### config.mk
export PLATFORM = sky130hd
export DESIGN_NAME = mrope_position_id_generator_top
export DESIGN_NICKNAME = d
export VERILOG_FILES = /design/src/rtl/mpig_pkg.sv /design/src/rtl/mpig_div.sv /design/src/rtl/mpig_core.sv /design/src/rtl/mrope_position_id_generator_top.sv
export SDC_FILE = /design/constraint.sdc
export NUM_CORES = 1
export LEC_CHECK = 0
export BUFFER_PORTS_ARGS = -buffer_cell sky130_fd_sc_hd__buf_2
export CORE_MARGIN = 2
export CORE_UTILIZATION = 30
export CTS_BUF_LIST = sky130_fd_sc_hd__clkbuf_4 sky130_fd_sc_hd__clkbuf_8 sky130_fd_sc_hd__clkbuf_16
export DETAILED_ROUTE_END_ITERATION = 12
export GPL_ROUTABILITY_DRIVEN = 0
export SYNTH_ARGS = -nofsm -noshare
export SYNTH_HDL_FRONTEND = slang
export SYNTH_SLANG_ARGS = --single-unit
### constraint.sdc
create_clock -name clk_i -period 5.1 [get_ports clk_i]
set_clock_uncertainty 0.05 [all_clocks]
set_input_delay 0 -clock clk_i [delete_from_list [all_inputs] [get_ports clk_i]]
set_output_delay 0 -clock clk_i [all_outputs]
set_load 0.005 [all_outputs]
### src/rtl/mpig_pkg.sv
// ----------------------------------------------------------------------------
// mpig_pkg
// Shared types, codes and defaults for the M-RoPE position id generator.
// ----------------------------------------------------------------------------
package mpig_pkg;

  localparam int unsigned GRID_WIDTH_DEF = 16;
  localparam int unsigned POS_WIDTH_DEF  = 32;
  localparam int unsigned MS_W           = 5;
  localparam int unsigned CFG_IDX_W      = 3;
  localparam int unsigned CFG_DATA_W     = 32;

  localparam logic [7:0] TT_TEXT  = 8'd0;
  localparam logic [7:0] TT_IMAGE = 8'd1;
  localparam logic [7:0] TT_VIDEO = 8'd2;

  localparam logic [MS_W-1:0] MERGE_DIV_RST = 5'd2;

  localparam logic [CFG_IDX_W-1:0] CFG_MERGE_DIV  = 3'd0;
  localparam logic [CFG_IDX_W-1:0] CFG_SEQ_BASE   = 3'd1;
  localparam logic [CFG_IDX_W-1:0] CFG_ROPE_BASE  = 3'd2;
  localparam logic [CFG_IDX_W-1:0] CFG_EXP_IMAGES = 3'd3;

  typedef enum logic [1:0] {
    ST_OK,
    ST_BAD_TYPE,
    ST_RUN_SIZE,
    ST_IMG_COUNT
  } status_e;

  typedef enum logic [1:0] {
    PT_NONE,
    PT_TEXT,
    PT_IMAGE,
    PT_OTHER
  } prev_e;

  typedef enum logic [3:0] {
    S_IDLE,
    S_CLOSE,
    S_DIV_H,
    S_WAIT_H,
    S_DIV_W,
    S_WAIT_W,
    S_EXEC,
    S_LAST_CLOSE,
    S_PUSH
  } seq_state_e;

  typedef struct packed {
    logic [MS_W-1:0] merge_div;
    logic [30:0]     seq_base;
    logic [30:0]     rope_base;
    logic [7:0]      expected_images;
  } cfg_t;

  typedef struct packed {
    logic [7:0]  token_type;
    logic [15:0] grid_t;
    logic [15:0] grid_h;
    logic [15:0] grid_w;
    logic        seq_last;
  } in_item_t;

  typedef struct packed {
    logic [30:0]        pos_t;
    logic [30:0]        pos_h;
    logic [30:0]        pos_w;
    status_e            status;
    logic signed [31:0] position_delta;
    logic               done_res;
  } out_item_t;

endpackage

### src/rtl/mpig_div.sv
// ----------------------------------------------------------------------------
// mpig_div
// Restoring divider, one quotient bit per cycle, grid value by merge size.
// ----------------------------------------------------------------------------
module mpig_div import mpig_pkg::*; #(
  parameter int unsigned GRID_WIDTH = GRID_WIDTH_DEF
) (
  input  logic                  clk_i,
  input  logic                  rst_ni,
  input  logic                  start_i,
  input  logic [GRID_WIDTH-1:0] dividend_i,
  input  logic [MS_W-1:0]       divisor_i,
  output logic                  done_o,
  output logic [GRID_WIDTH-1:0] quot_o
);

  localparam int unsigned CNT_W = $clog2(GRID_WIDTH + 1);

  logic                  busy_q;
  logic                  done_q;
  logic [CNT_W-1:0]      cnt_q;
  logic [MS_W-1:0]       rem_q;
  logic [GRID_WIDTH-1:0] quo_q;

  logic [MS_W:0] rem_sh;
  logic [MS_W:0] rem_sub;
  logic          ge;

  assign rem_sh  = {rem_q, quo_q[GRID_WIDTH-1]};
  assign ge      = rem_sh >= {1'b0, divisor_i};
  assign rem_sub = rem_sh - {1'b0, divisor_i};

  always_ff @(posedge clk_i or negedge rst_ni) begin
    if (!rst_ni) begin
      busy_q <= 1'b0;
      done_q <= 1'b0;
      cnt_q  <= '0;
    end else begin
      done_q <= 1'b0;
      if (start_i && !busy_q) begin
        busy_q <= 1'b1;
        cnt_q  <= CNT_W'(GRID_WIDTH);
      end else if (busy_q) begin
        cnt_q <= cnt_q - CNT_W'(1);
        if (cnt_q == CNT_W'(1)) begin
          busy_q <= 1'b0;
          done_q <= 1'b1;
        end
      end
    end
  end

  always_ff @(posedge clk_i) begin
    if (start_i && !busy_q) begin
      rem_q <= '0;
      quo_q <= dividend_i;
    end else if (busy_q) begin
      rem_q <= ge ? rem_sub[MS_W-1:0] : rem_sh[MS_W-1:0];
      quo_q <= {quo_q[GRID_WIDTH-2:0], ge};
    end
  end

  assign done_o = done_q;
  assign quot_o = quo_q;

endmodule

### src/rtl/mpig_core.sv
// ----------------------------------------------------------------------------
// mpig_core
// Token sequencer: run bookkeeping, meshgrid walk and result assembly.
// ----------------------------------------------------------------------------
module mpig_core import mpig_pkg::*; #(
  parameter int unsigned GRID_WIDTH = GRID_WIDTH_DEF,
  parameter int unsigned POS_WIDTH  = POS_WIDTH_DEF
) (
  input  logic      clk_i,
  input  logic      rst_ni,
  input  cfg_t      cfg_i,
  input  logic      in_valid_i,
  output logic      in_ready_o,
  input  in_item_t  in_item_i,
  output logic      res_valid_o,
  input  logic      res_ready_i,
  output out_item_t res_o
);

  localparam int unsigned G = GRID_WIDTH;
  localparam int unsigned P = POS_WIDTH;

  seq_state_e state_q, state_d;

  in_item_t          item_q;
  logic [P-1:0]      pos_q;
  prev_e             prev_q;
  logic [2:0][G-1:0] dim_q;
  logic [2:0][G-1:0] cnt_q;
  logic [G-1:0]      adv_q;
  logic [7:0]        images_q;
  logic [31:0]       tok_q;
  status_e           status_q;
  logic [G-1:0]      qh_q;
  logic [P-1:0]      rt_q, rh_q, rw_q;
  logic [31:0]       end_base_q;

  logic              div_start;
  logic [G-1:0]      div_dividend;
  logic [MS_W-1:0]   ms;
  logic              div_done;
  logic [G-1:0]      div_quot;

  logic              is_img_in;
  logic              is_img;
  logic              mesh_full;
  logic [G-1:0]      c2n, c1n;
  logic [2:0][G-1:0] cnt_adv;

  assign ms           = (cfg_i.merge_div == '0) ? MS_W'(1) : cfg_i.merge_div;
  assign div_dividend = (state_q == S_DIV_W) ? G'(item_q.grid_w) : G'(item_q.grid_h);
  assign is_img_in    = in_item_i.token_type == TT_IMAGE;
  assign is_img       = item_q.token_type == TT_IMAGE;
  assign mesh_full    = (dim_q[0] == '0) || (dim_q[1] == '0) || (dim_q[2] == '0) ||
                        (cnt_q[0] >= dim_q[0]);

  mpig_div #(
    .GRID_WIDTH(GRID_WIDTH)
  ) u_div (
    .clk_i     (clk_i),
    .rst_ni    (rst_ni),
    .start_i   (div_start),
    .dividend_i(div_dividend),
    .divisor_i (ms),
    .done_o    (div_done),
    .quot_o    (div_quot)
  );

  // meshgrid step, w fastest
  always_comb begin
    c2n     = cnt_q[2] + G'(1);
    c1n     = cnt_q[1] + G'(1);
    cnt_adv = cnt_q;
    if (c2n >= dim_q[2]) begin
      cnt_adv[2] = '0;
      if (c1n >= dim_q[1]) begin
        cnt_adv[1] = '0;
        cnt_adv[0] = cnt_q[0] + G'(1);
      end else begin
        cnt_adv[1] = c1n;
      end
    end else begin
      cnt_adv[2] = c2n;
    end
  end

  always_ff @(posedge clk_i or negedge rst_ni) begin
    if (!rst_ni) begin
      state_q <= S_IDLE;
    end else begin
      state_q <= state_d;
    end
  end

  always_comb begin
    state_d     = state_q;
    in_ready_o  = 1'b0;
    res_valid_o = 1'b0;
    div_start   = 1'b0;
    unique case (state_q)
      S_IDLE: begin
        in_ready_o = 1'b1;
        if (in_valid_i) begin
          if (prev_q == PT_IMAGE && !is_img_in) begin
            state_d = S_CLOSE;
          end else if (is_img_in && prev_q != PT_IMAGE) begin
            state_d = S_DIV_H;
          end else begin
            state_d = S_EXEC;
          end
        end
      end
      S_CLOSE: state_d = S_EXEC;
      S_DIV_H: begin
        div_start = 1'b1;
        state_d   = S_WAIT_H;
      end
      S_WAIT_H: begin
        if (div_done) begin
          state_d = S_DIV_W;
        end
      end
      S_DIV_W: begin
        div_start = 1'b1;
        state_d   = S_WAIT_W;
      end
      S_WAIT_W: begin
        if (div_done) begin
          state_d = S_EXEC;
        end
      end
      S_EXEC: state_d = (is_img && item_q.seq_last) ? S_LAST_CLOSE : S_PUSH;
      S_LAST_CLOSE: state_d = S_PUSH;
      S_PUSH: begin
        res_valid_o = 1'b1;
        if (res_ready_i) begin
          state_d = S_IDLE;
        end
      end
      default: state_d = S_IDLE;
    endcase
  end

  always_ff @(posedge clk_i or negedge rst_ni) begin
    if (!rst_ni) begin
      pos_q    <= '0;
      prev_q   <= PT_NONE;
      dim_q    <= '0;
      cnt_q    <= '0;
      adv_q    <= '0;
      images_q <= '0;
      tok_q    <= '0;
      status_q <= ST_OK;
    end else begin
      case (state_q)
        S_IDLE: begin
          if (in_valid_i) begin
            tok_q    <= tok_q + 32'd1;
            status_q <= ST_OK;
            if (tok_q == '0) begin
              pos_q <= P'(cfg_i.rope_base);
            end
          end
        end
        S_CLOSE, S_LAST_CLOSE: begin
          if (!mesh_full) begin
            status_q <= ST_RUN_SIZE;
          end
          pos_q <= pos_q + P'(adv_q);
        end
        S_WAIT_W: begin
          if (div_done) begin
            dim_q[0] <= G'(item_q.grid_t);
            dim_q[1] <= qh_q;
            dim_q[2] <= div_quot;
            cnt_q    <= '0;
            adv_q    <= (qh_q > div_quot) ? qh_q : div_quot;
            if (images_q != 8'd255) begin
              images_q <= images_q + 8'd1;
            end
          end
        end
        S_EXEC: begin
          if (item_q.token_type == TT_TEXT) begin
            pos_q  <= pos_q + P'(1);
            prev_q <= PT_TEXT;
          end else if (is_img) begin
            if (mesh_full) begin
              status_q <= ST_RUN_SIZE;
            end else begin
              cnt_q <= cnt_adv;
            end
            prev_q <= PT_IMAGE;
          end else begin
            status_q <= ST_BAD_TYPE;
            prev_q   <= PT_OTHER;
          end
        end
        S_PUSH: begin
          if (res_ready_i && item_q.seq_last) begin
            pos_q    <= P'(cfg_i.rope_base);
            prev_q   <= PT_NONE;
            dim_q    <= '0;
            cnt_q    <= '0;
            adv_q    <= '0;
            images_q <= '0;
            tok_q    <= '0;
          end
        end
        default: ;
      endcase
    end
  end

  always_ff @(posedge clk_i) begin
    case (state_q)
      S_IDLE: begin
        if (in_valid_i) begin
          item_q <= in_item_i;
        end
      end
      S_WAIT_H: begin
        if (div_done) begin
          qh_q <= div_quot;
        end
      end
      S_EXEC: begin
        end_base_q <= 32'(cfg_i.seq_base) + tok_q;
        if (is_img && !mesh_full) begin
          rt_q <= pos_q + P'(cnt_q[0]);
          rh_q <= pos_q + P'(cnt_q[1]);
          rw_q <= pos_q + P'(cnt_q[2]);
        end else begin
          rt_q <= pos_q;
          rh_q <= pos_q;
          rw_q <= pos_q;
        end
      end
      default: ;
    endcase
  end

  always_comb begin
    res_o.pos_t    = 31'(rt_q);
    res_o.pos_h    = 31'(rh_q);
    res_o.pos_w    = 31'(rw_q);
    res_o.done_res = item_q.seq_last;
    if (item_q.seq_last && status_q == ST_OK && images_q != cfg_i.expected_images) begin
      res_o.status = ST_IMG_COUNT;
    end else begin
      res_o.status = status_q;
    end
    if (item_q.seq_last) begin
      res_o.position_delta = 32'(pos_q) - end_base_q;
    end else begin
      res_o.position_delta = '0;
    end
  end

endmodule

### src/rtl/mrope_position_id_generator_top.sv
// ----------------------------------------------------------------------------
// mrope_position_id_generator_top
// Multimodal rotary position ids: one t/h/w id triple per token.
//
// Channels: cfg (index, data) writes one of four registers, always ready;
// in carries one token per transaction; out returns one result per token.
// Configure only while the block is idle.
// The block takes one token at a time and drops in_ready_o until that
// token's result is loaded into the output register. A text token or an
// image token inside a run steps through the execute and push states to the
// output register; a token that closes an image run, or a last image token,
// also steps through a close state. The first token of an image run divides
// grid height and width by merge size on one shared divider, one quotient
// bit per cycle, before it executes. These sequencer steps and the divider
// set the token rate, with the divide only at run start.
// Reset clears all sequence state and loads the register defaults
// (merge size 2, others zero). When out_ready_i is low the result waits in
// the output register; the next token can still be accepted and run, and it
// waits at its last step until the output register is free.
// ----------------------------------------------------------------------------
module mrope_position_id_generator_top import mpig_pkg::*; #(
  parameter int unsigned GRID_WIDTH = GRID_WIDTH_DEF,
  parameter int unsigned POS_WIDTH  = POS_WIDTH_DEF
) (
  input  logic                  clk_i,
  input  logic                  rst_ni,
  input  logic                  cfg_valid_i,
  output logic                  cfg_ready_o,
  input  logic [CFG_IDX_W-1:0]  cfg_index_i,
  input  logic [CFG_DATA_W-1:0] cfg_data_i,
  input  logic                  in_valid_i,
  output logic                  in_ready_o,
  input  in_item_t              in_item_i,
  output logic                  out_valid_o,
  input  logic                  out_ready_i,
  output out_item_t             out_item_o
);

  cfg_t      cfg_q;
  logic      out_valid_q;
  out_item_t out_q;
  logic      res_valid;
  logic      res_ready;
  out_item_t res;

  assign cfg_ready_o = 1'b1;
  assign res_ready   = !out_valid_q || out_ready_i;

  always_ff @(posedge clk_i or negedge rst_ni) begin
    if (!rst_ni) begin
      cfg_q.merge_div       <= MERGE_DIV_RST;
      cfg_q.seq_base        <= '0;
      cfg_q.rope_base       <= '0;
      cfg_q.expected_images <= '0;
    end else if (cfg_valid_i) begin
      unique case (cfg_index_i)
        CFG_MERGE_DIV:  cfg_q.merge_div       <= cfg_data_i[MS_W-1:0];
        CFG_SEQ_BASE:   cfg_q.seq_base        <= cfg_data_i[30:0];
        CFG_ROPE_BASE:  cfg_q.rope_base       <= cfg_data_i[30:0];
        CFG_EXP_IMAGES: cfg_q.expected_images <= cfg_data_i[7:0];
        default: ;
      endcase
    end
  end

  mpig_core #(
    .GRID_WIDTH(GRID_WIDTH),
    .POS_WIDTH (POS_WIDTH)
  ) u_core (
    .clk_i      (clk_i),
    .rst_ni     (rst_ni),
    .cfg_i      (cfg_q),
    .in_valid_i (in_valid_i),
    .in_ready_o (in_ready_o),
    .in_item_i  (in_item_i),
    .res_valid_o(res_valid),
    .res_ready_i(res_ready),
    .res_o      (res)
  );

  always_ff @(posedge clk_i or negedge rst_ni) begin
    if (!rst_ni) begin
      out_valid_q <= 1'b0;
    end else if (res_ready) begin
      out_valid_q <= res_valid;
    end
  end

  always_ff @(posedge clk_i) begin
    if (res_valid && res_ready) begin
      out_q <= res;
    end
  end

  assign out_valid_o = out_valid_q;
  assign out_item_o  = out_q;

  a_one_token_in_flight: assert property (@(posedge clk_i) disable iff (!rst_ni)
    in_valid_i && in_ready_o |=> !in_ready_o)
    else $error("token accepted while previous token still in work");

  a_delta_only_on_last: assert property (@(posedge clk_i) disable iff (!rst_ni)
    out_valid_o && !out_item_o.done_res |-> out_item_o.position_delta == '0)
    else $error("position delta set on a non-final token");

  a_count_error_only_on_last: assert property (@(posedge clk_i) disable iff (!rst_ni)
    out_valid_o && out_item_o.status == ST_IMG_COUNT |-> out_item_o.done_res)
    else $error("image count status on a non-final token");

endmodule

## After elaboration in Yosys (flattened, before gate mapping)

Cells that the tools add are included.

| cells by class | value |
|---|---|
| divide/modulo/power cells | 0 |
| equal/unequal tests | 33 |
| muxes and demuxes | 65 |
| reduce and logical (&&, ||, !) cells | 51 |
| magnitude comparators | 5 |
| bitwise gates (word level) | 0 |
| $add $sub $neg | 14 |
| shift operators | 0 |
| multiply operators | 0 |

Operators by type and width:

| cell | number |
|---|---|
| $mux W48 | 6 |
| $mux W32 | 7 |
| $mux W16 | 9 |
| $pmux W48 S3 | 1 |
| $pmux W32 S4 | 1 |
| $pmux W48 S2 | 1 |
| $add A31 B16 Y31 | 3 |
| $mux W31 | 3 |
| $add A32 B1 Y32 const B | 2 |
| $pmux W32 S2 | 1 |
| $add A16 B1 Y16 const B | 3 |
| $ge A16 B16 Y1 | 3 |
| $logic_not A16 Y1 | 3 |
| $pmux W4 S9 | 1 |
| $add A31 B32 Y32 | 1 |
| $add A32 B16 Y32 | 1 |
| $logic_not A32 Y1 | 1 |
| $pmux W16 S2 | 1 |
| $sub A32 B32 Y32 | 1 |
| $mux W4 | 6 |
| $mux W8 | 3 |
| $mux W5 | 4 |
| $eq A4 B3 Y1 const B | 4 |
| $eq A8 B1 Y1 const B | 2 |
| other kinds (42) | 100 |

| word-level totals | value |
|---|---|
| memory bits (read-only) | 0 |
| word-level logic and storage cells | 207 |
| register bits after elaboration | 622 |
| input port bits | 97 |
| memories | 0 |
| latch bits | 0 |
| output and inout port bits | 131 |
| bits in writable memories | 0 |

## Depth between registers and ports, before layout

| logic depth | value |
|---|---|
| depth after elaboration | 8 |
| mapped depth | 18 |
| depth with buffers taken out | 15 |

## Modules after synthesis

A second synthesis with hierarchy kept.

| unflattened totals | value |
|---|---|
| cells, all modules | 3060 |
| area total of the unflattened synthesis | 33692.3 um^2 |

Modules (own cells, without submodules):

| module | sequential area each (um^2) | area an instance (um^2) | times used | cells each |
|---|---|---|---|---|
| mpig_core | 10750.3 | 25209.2 | 1 | 2648 |
| mrope_position_id_generator_top | 5746.8 | 7038.0 | 1 | 294 |
| mpig_div | 755.7 | 1445.1 | 1 | 118 |

## Worst setup path before layout

No wires, ideal clock.

| timing | value |
|---|---|
| path type | register to register |
| start point | reg u_core.state_q[2] |
| end point | reg out_q (netlist bit out_item_o[0]) (enable) |
| clock period less this slack | 4.328 ns |
| data arrival time | 3.775 ns |
| library setup time | 0.503 ns |
| cell stages (with the launch flop) | 4 |
| path buffers | 1 |
| data required time | 4.547 ns |
| slack | 0.772 ns |
| cell sequence | dfrtp_1 buf_2 nor4b_2 and2_1 |

| between the ends | value |
|---|---|
| word-level cells in the longest chain between the ends | 3 |

RTL lines:

| what | RTL line | RTL |
|---|---|---|
| start, declared | mpig_core.sv:23 | `seq_state_e state_q, state_d;` |
| start signal, assigned | mpig_core.sv:91 | `state_q <= state_d;` |
| $eq A4 B4 Y1 | mpig_core.sv:100 | `unique case (state_q)` |
| $mux W1 | mpig_core.sv:100 |  |
| $logic_and A1 B1 Y1 | mrope_position_id_generator_top.sv:90 | `if (res_valid && res_ready) begin` |
| end signal, assigned | mrope_position_id_generator_top.sv:91 | `out_q <= res;` |
| end, declared | mrope_position_id_generator_top.sv:41 | `out_item_t out_q;` |

Every way passes these cells.
A chain may end at the register's enable or synchronous reset.

## Worst setup path after layout

| timing | value |
|---|---|
| start point | reg u_core.cnt_q[34] (netlist name) |
| end point | reg u_core.cnt_q[3] (netlist name) |

| between the ends | value |
|---|---|
| word-level cells in the longest chain between the ends | 4 |

RTL lines:

| what | RTL line | RTL |
|---|---|---|
| start, declared | mpig_core.sv:29 | `logic [2:0][G-1:0] cnt_q;` |
| start signal, assigned | mpig_core.sv:191 | `cnt_q <= cnt_adv;` |
| $add A16 B1 Y16 | mpig_core.sv:71 | `c2n = cnt_q[2] + G'(1);` |
| $ge A16 B16 Y1 | mpig_core.sv:74 | `if (c2n >= dim_q[2]) begin` |
| $ne A2 B1 Y1 (no source line) | -- |  |
| $reduce_and A8 Y1 (no source line) | -- |  |

Every way passes these cells.

==> impl_metrics.json <==
{
  "status": "completed",
  "r2r_cells": 14,
  "avgSynthCellArea_sq_um": 11.0,
  "final-setup-viol-count": 0,
  "gr-total-overflow": 0,
  "ys.flop_type": "edfxtp_1",
  "routed.top_layer": "met5",
  "post_drt_wl_per_cell_microns": 18.7,
  "finalWirelength_microns": 90000,
  "end_kind": "flop",
  "ys_types": 93,
  "postRouteAntennaNets": 0,
  "worstReg2RegEnd": "u_core.cnt_q[3]",
  "insertion_delay_ns": 0.65,
  "ys_ff_latch": 622,
  "cts_tree": "done",
  "die_h_microns": 334,
  "critPathKind": "flop to flop",
  "cts_root_buf": "clkbuf_16",
  "final_nets": 3650,
  "yosys-top-cells-count": "edfxtp_1 (342), dfrtp_1 (274), nand2_1 (228), nor2_1 (228), o21ai_0 (208)",
  "core_area_sq_um": 107000,
  "slowest_delay_ns": 0.53,
  "initial_core_util": 0.304,
  "reg2reg_from": "u_core.cnt_q[34]",
  "num_vias": 23700,
  "holdPathStages": 2,
  "syn2layout_area_growth_pct": 21.0,
  "hpwlAfterDp_microns": 64800,
  "antenna_found_initial": 5,
  "fill_cells": 10500,
  "vias_per_cell": 4.93,
  "dr_wl_met3_microns": 4210,
  "post-synth-top-count-cell": "edfxtp_1",
  "worstPathRequired_ns": 5.53,
  "path_max_fanout": 18,
  "worst-path-buf-inv": 0,
  "hold_class": "primary input to flop",
  "drcViolationCount": 0,
  "fin_setup_tns_ns": 0,
  "synth_top_cell_area_share": 0.315,
  "drive_above_1_share": 0.152,
  "synth_edf_count": 342,
  "cpMostUsedCell": "and3_1",
  "critPathArrivalTime_ns": 4.90,
  "dieArea_sq_um": 111000,
  "clockBufferDepth": 3,
  "cts_max_level": 3,
  "synth-seq-area-share": 0.529,
  "slew_violations": 0,
  "hold_violations": 0,
  "io_pins": 228,
  "synthesis.instances": 2967,
  "period_needed_ns": 4.47,
  "dr.pass1.iters": 5,
  "powerDensity_nw_per_um2": 543,
  "first_global_vias": 23300,
  "syn_nets": 3275,
  "hp-start": "in_item_i[47]",
  "maxCapViolations": 0,
  "holdPathEnd": "u_core.item_q[47]",
  "m1WireLength_microns": 42000,
  "wl_met2_microns": 41100,
  "preCtsSetupSlack_ns": 0.657,
  "async_reset_ff_frac": 0.442,
  "final.period_utilization": 0.876,
  "slew_headroom": 0.181,
  "track_usage": 0.161,
  "fmax_mhz": 224,
  "rows": 120,
  "peakVddDrop_v": 0.000422,
  "worst_pin_slew_ns": 1.22,
  "cellLeakagePower_uw": 0.0166,
  "clk_pin_slew_ns": 0.06,
  "rsz0062_at_grt": "false",
  "cts.sinks": 622,
  "crit_slowest_cell": "or2_1",
  "yosysWarnings": 0,
  "path_delay_family": "simple AND/OR/NAND/NOR gates",
  "worst_slack_ns": 0.630,
  "grt_max_degree": 130,
  "synth_top_area_cell": "edfxtp_1",
  "numPortBuffers": 225,
  "netlist_top_cells_area": "edfxtp_1 (32%), dfrtp_1 (21%), ha_1 (7.8%)",
  "final_util": 0.367,
  "r2r_slack_ns": 0.63,
  "drt_iter0_drc": 1615,
  "worstSetupStartpointType": "flop",
  "die_width_microns": 334,
  "path_cells": "and3_1, and3_1, and3_1, and3_1, and3_1, nand3_1, xnor2_1, ha_1, and3_1, a2111oi_2, o21ai_2, o211ai_4, or2_1, o21ai_0",
  "syn_area_sq_um": 32600,
  "cts_buffers": 74,
  "grt_pass1_wl_microns": 139000
}
## layer usage
metal  vias to the layer above  track usage
li1                      11600            -
met1                     11400        0.222
met2                       542        0.258
met3                       127       0.0240
met4                         8       0.0553
met5                         -            0
## where the power goes
part | leakage (uW) | internal, uW | total, uW | switching (uW)
clock | 0.00128 | 3340 | 5550 | 2210
sequential | 0.00661 | 6850 | 8050 | 1200
combinational | 0.00868 | 3180 | 7800 | 4620
## state kept, by name, indices dropped and copies added, names as in the netlist, 16 cells and up
signal / flops
u_core.rt_q: 31
u_core.u_div.quot_o: 16
u_core.tok_q: 32
cfg_q: 75
u_core.dim_q: 48
u_core.pos_q: 32
u_core.adv_q: 16
u_core.rw_q: 31
u_core.item_q: 56
u_core.cnt_q: 48
u_core.qh_q: 16
u_core.rh_q: 31
u_core.end_base_q: 32
out_item_o: 128
## cell families (layout without fill, tap and decap cells)
family	count (synthesis)	in the layout	synth area share
adder cells (fa/ha/maj)	211	211	0.0826
AND/OR/NAND/NOR	880	880	0.130
buffers and inverters	256	692	0.0310
flip-flops	622	622	0.529
AO/OA/AOI/OAI	681	681	0.135
XOR/XNOR	210	210	0.0564
other	1	3	0.000115
multiplexers	106	106	0.0353
## repair_timing
action | 4_1_cts | 5_1_grt
resized for setup | 0 | 0
hold endpoints to repair | 235 | 0
hold buffers | 149 | 0
setup buffers | 0 | 0
## layout make-up
cell class	instances	area, sq um	share of cell area
inverter	149	562	0.0142
timing repair buffer	406	2920	0.0741
clock inverter	38	467	0.0118
antenna	2	5.00	0.000127
clock buffer	99	2110	0.0534
multi-input combinational	2089	14400	0.365
sequential	622	17300	0.437
tap	1403	1760	0.0445
## layout by cell type, fill, tap and decap left out, drive strengths merged, types with 117 or more instances in the layout
master,n
edfxtp,342
dfrtp,274
buf,258
nand2,229
nor2,229
o21ai,216
ha,204
a21oi,158
inv,155
dlygate4sd3,148
xor2,117
## through the flow
step	hold WS (ns)	std cells	instance area [sq um]	power, uW
4_1_cts	0.00369	4806	39400	21600
2_1_floorplan	-0.346	2967	32600	13300
6_report	0.0617	4808	39500	21400
5_1_grt	0.0361	4806	39400	22900
3_5_place_dp	0.0407	4520	35400	15800
3_3_place_gp	0.0333	4520	35400	15700
## how the worst max path moves through the flow
stage	from	to	depth (start not counted)
after floorplan	u_core.state_q[2]	out_item_o[0]	3
after global placement	u_core.cnt_q[34]	u_core.cnt_q[4]	14
after detailed placement	u_core.cnt_q[34]	u_core.cnt_q[3]	14
after CTS	u_core.cnt_q[34]	u_core.cnt_q[3]	14
after global routing	u_core.cnt_q[34]	u_core.cnt_q[9]	14
final	u_core.cnt_q[34]	u_core.cnt_q[3]	14
(Power assumes the default switching activity.)
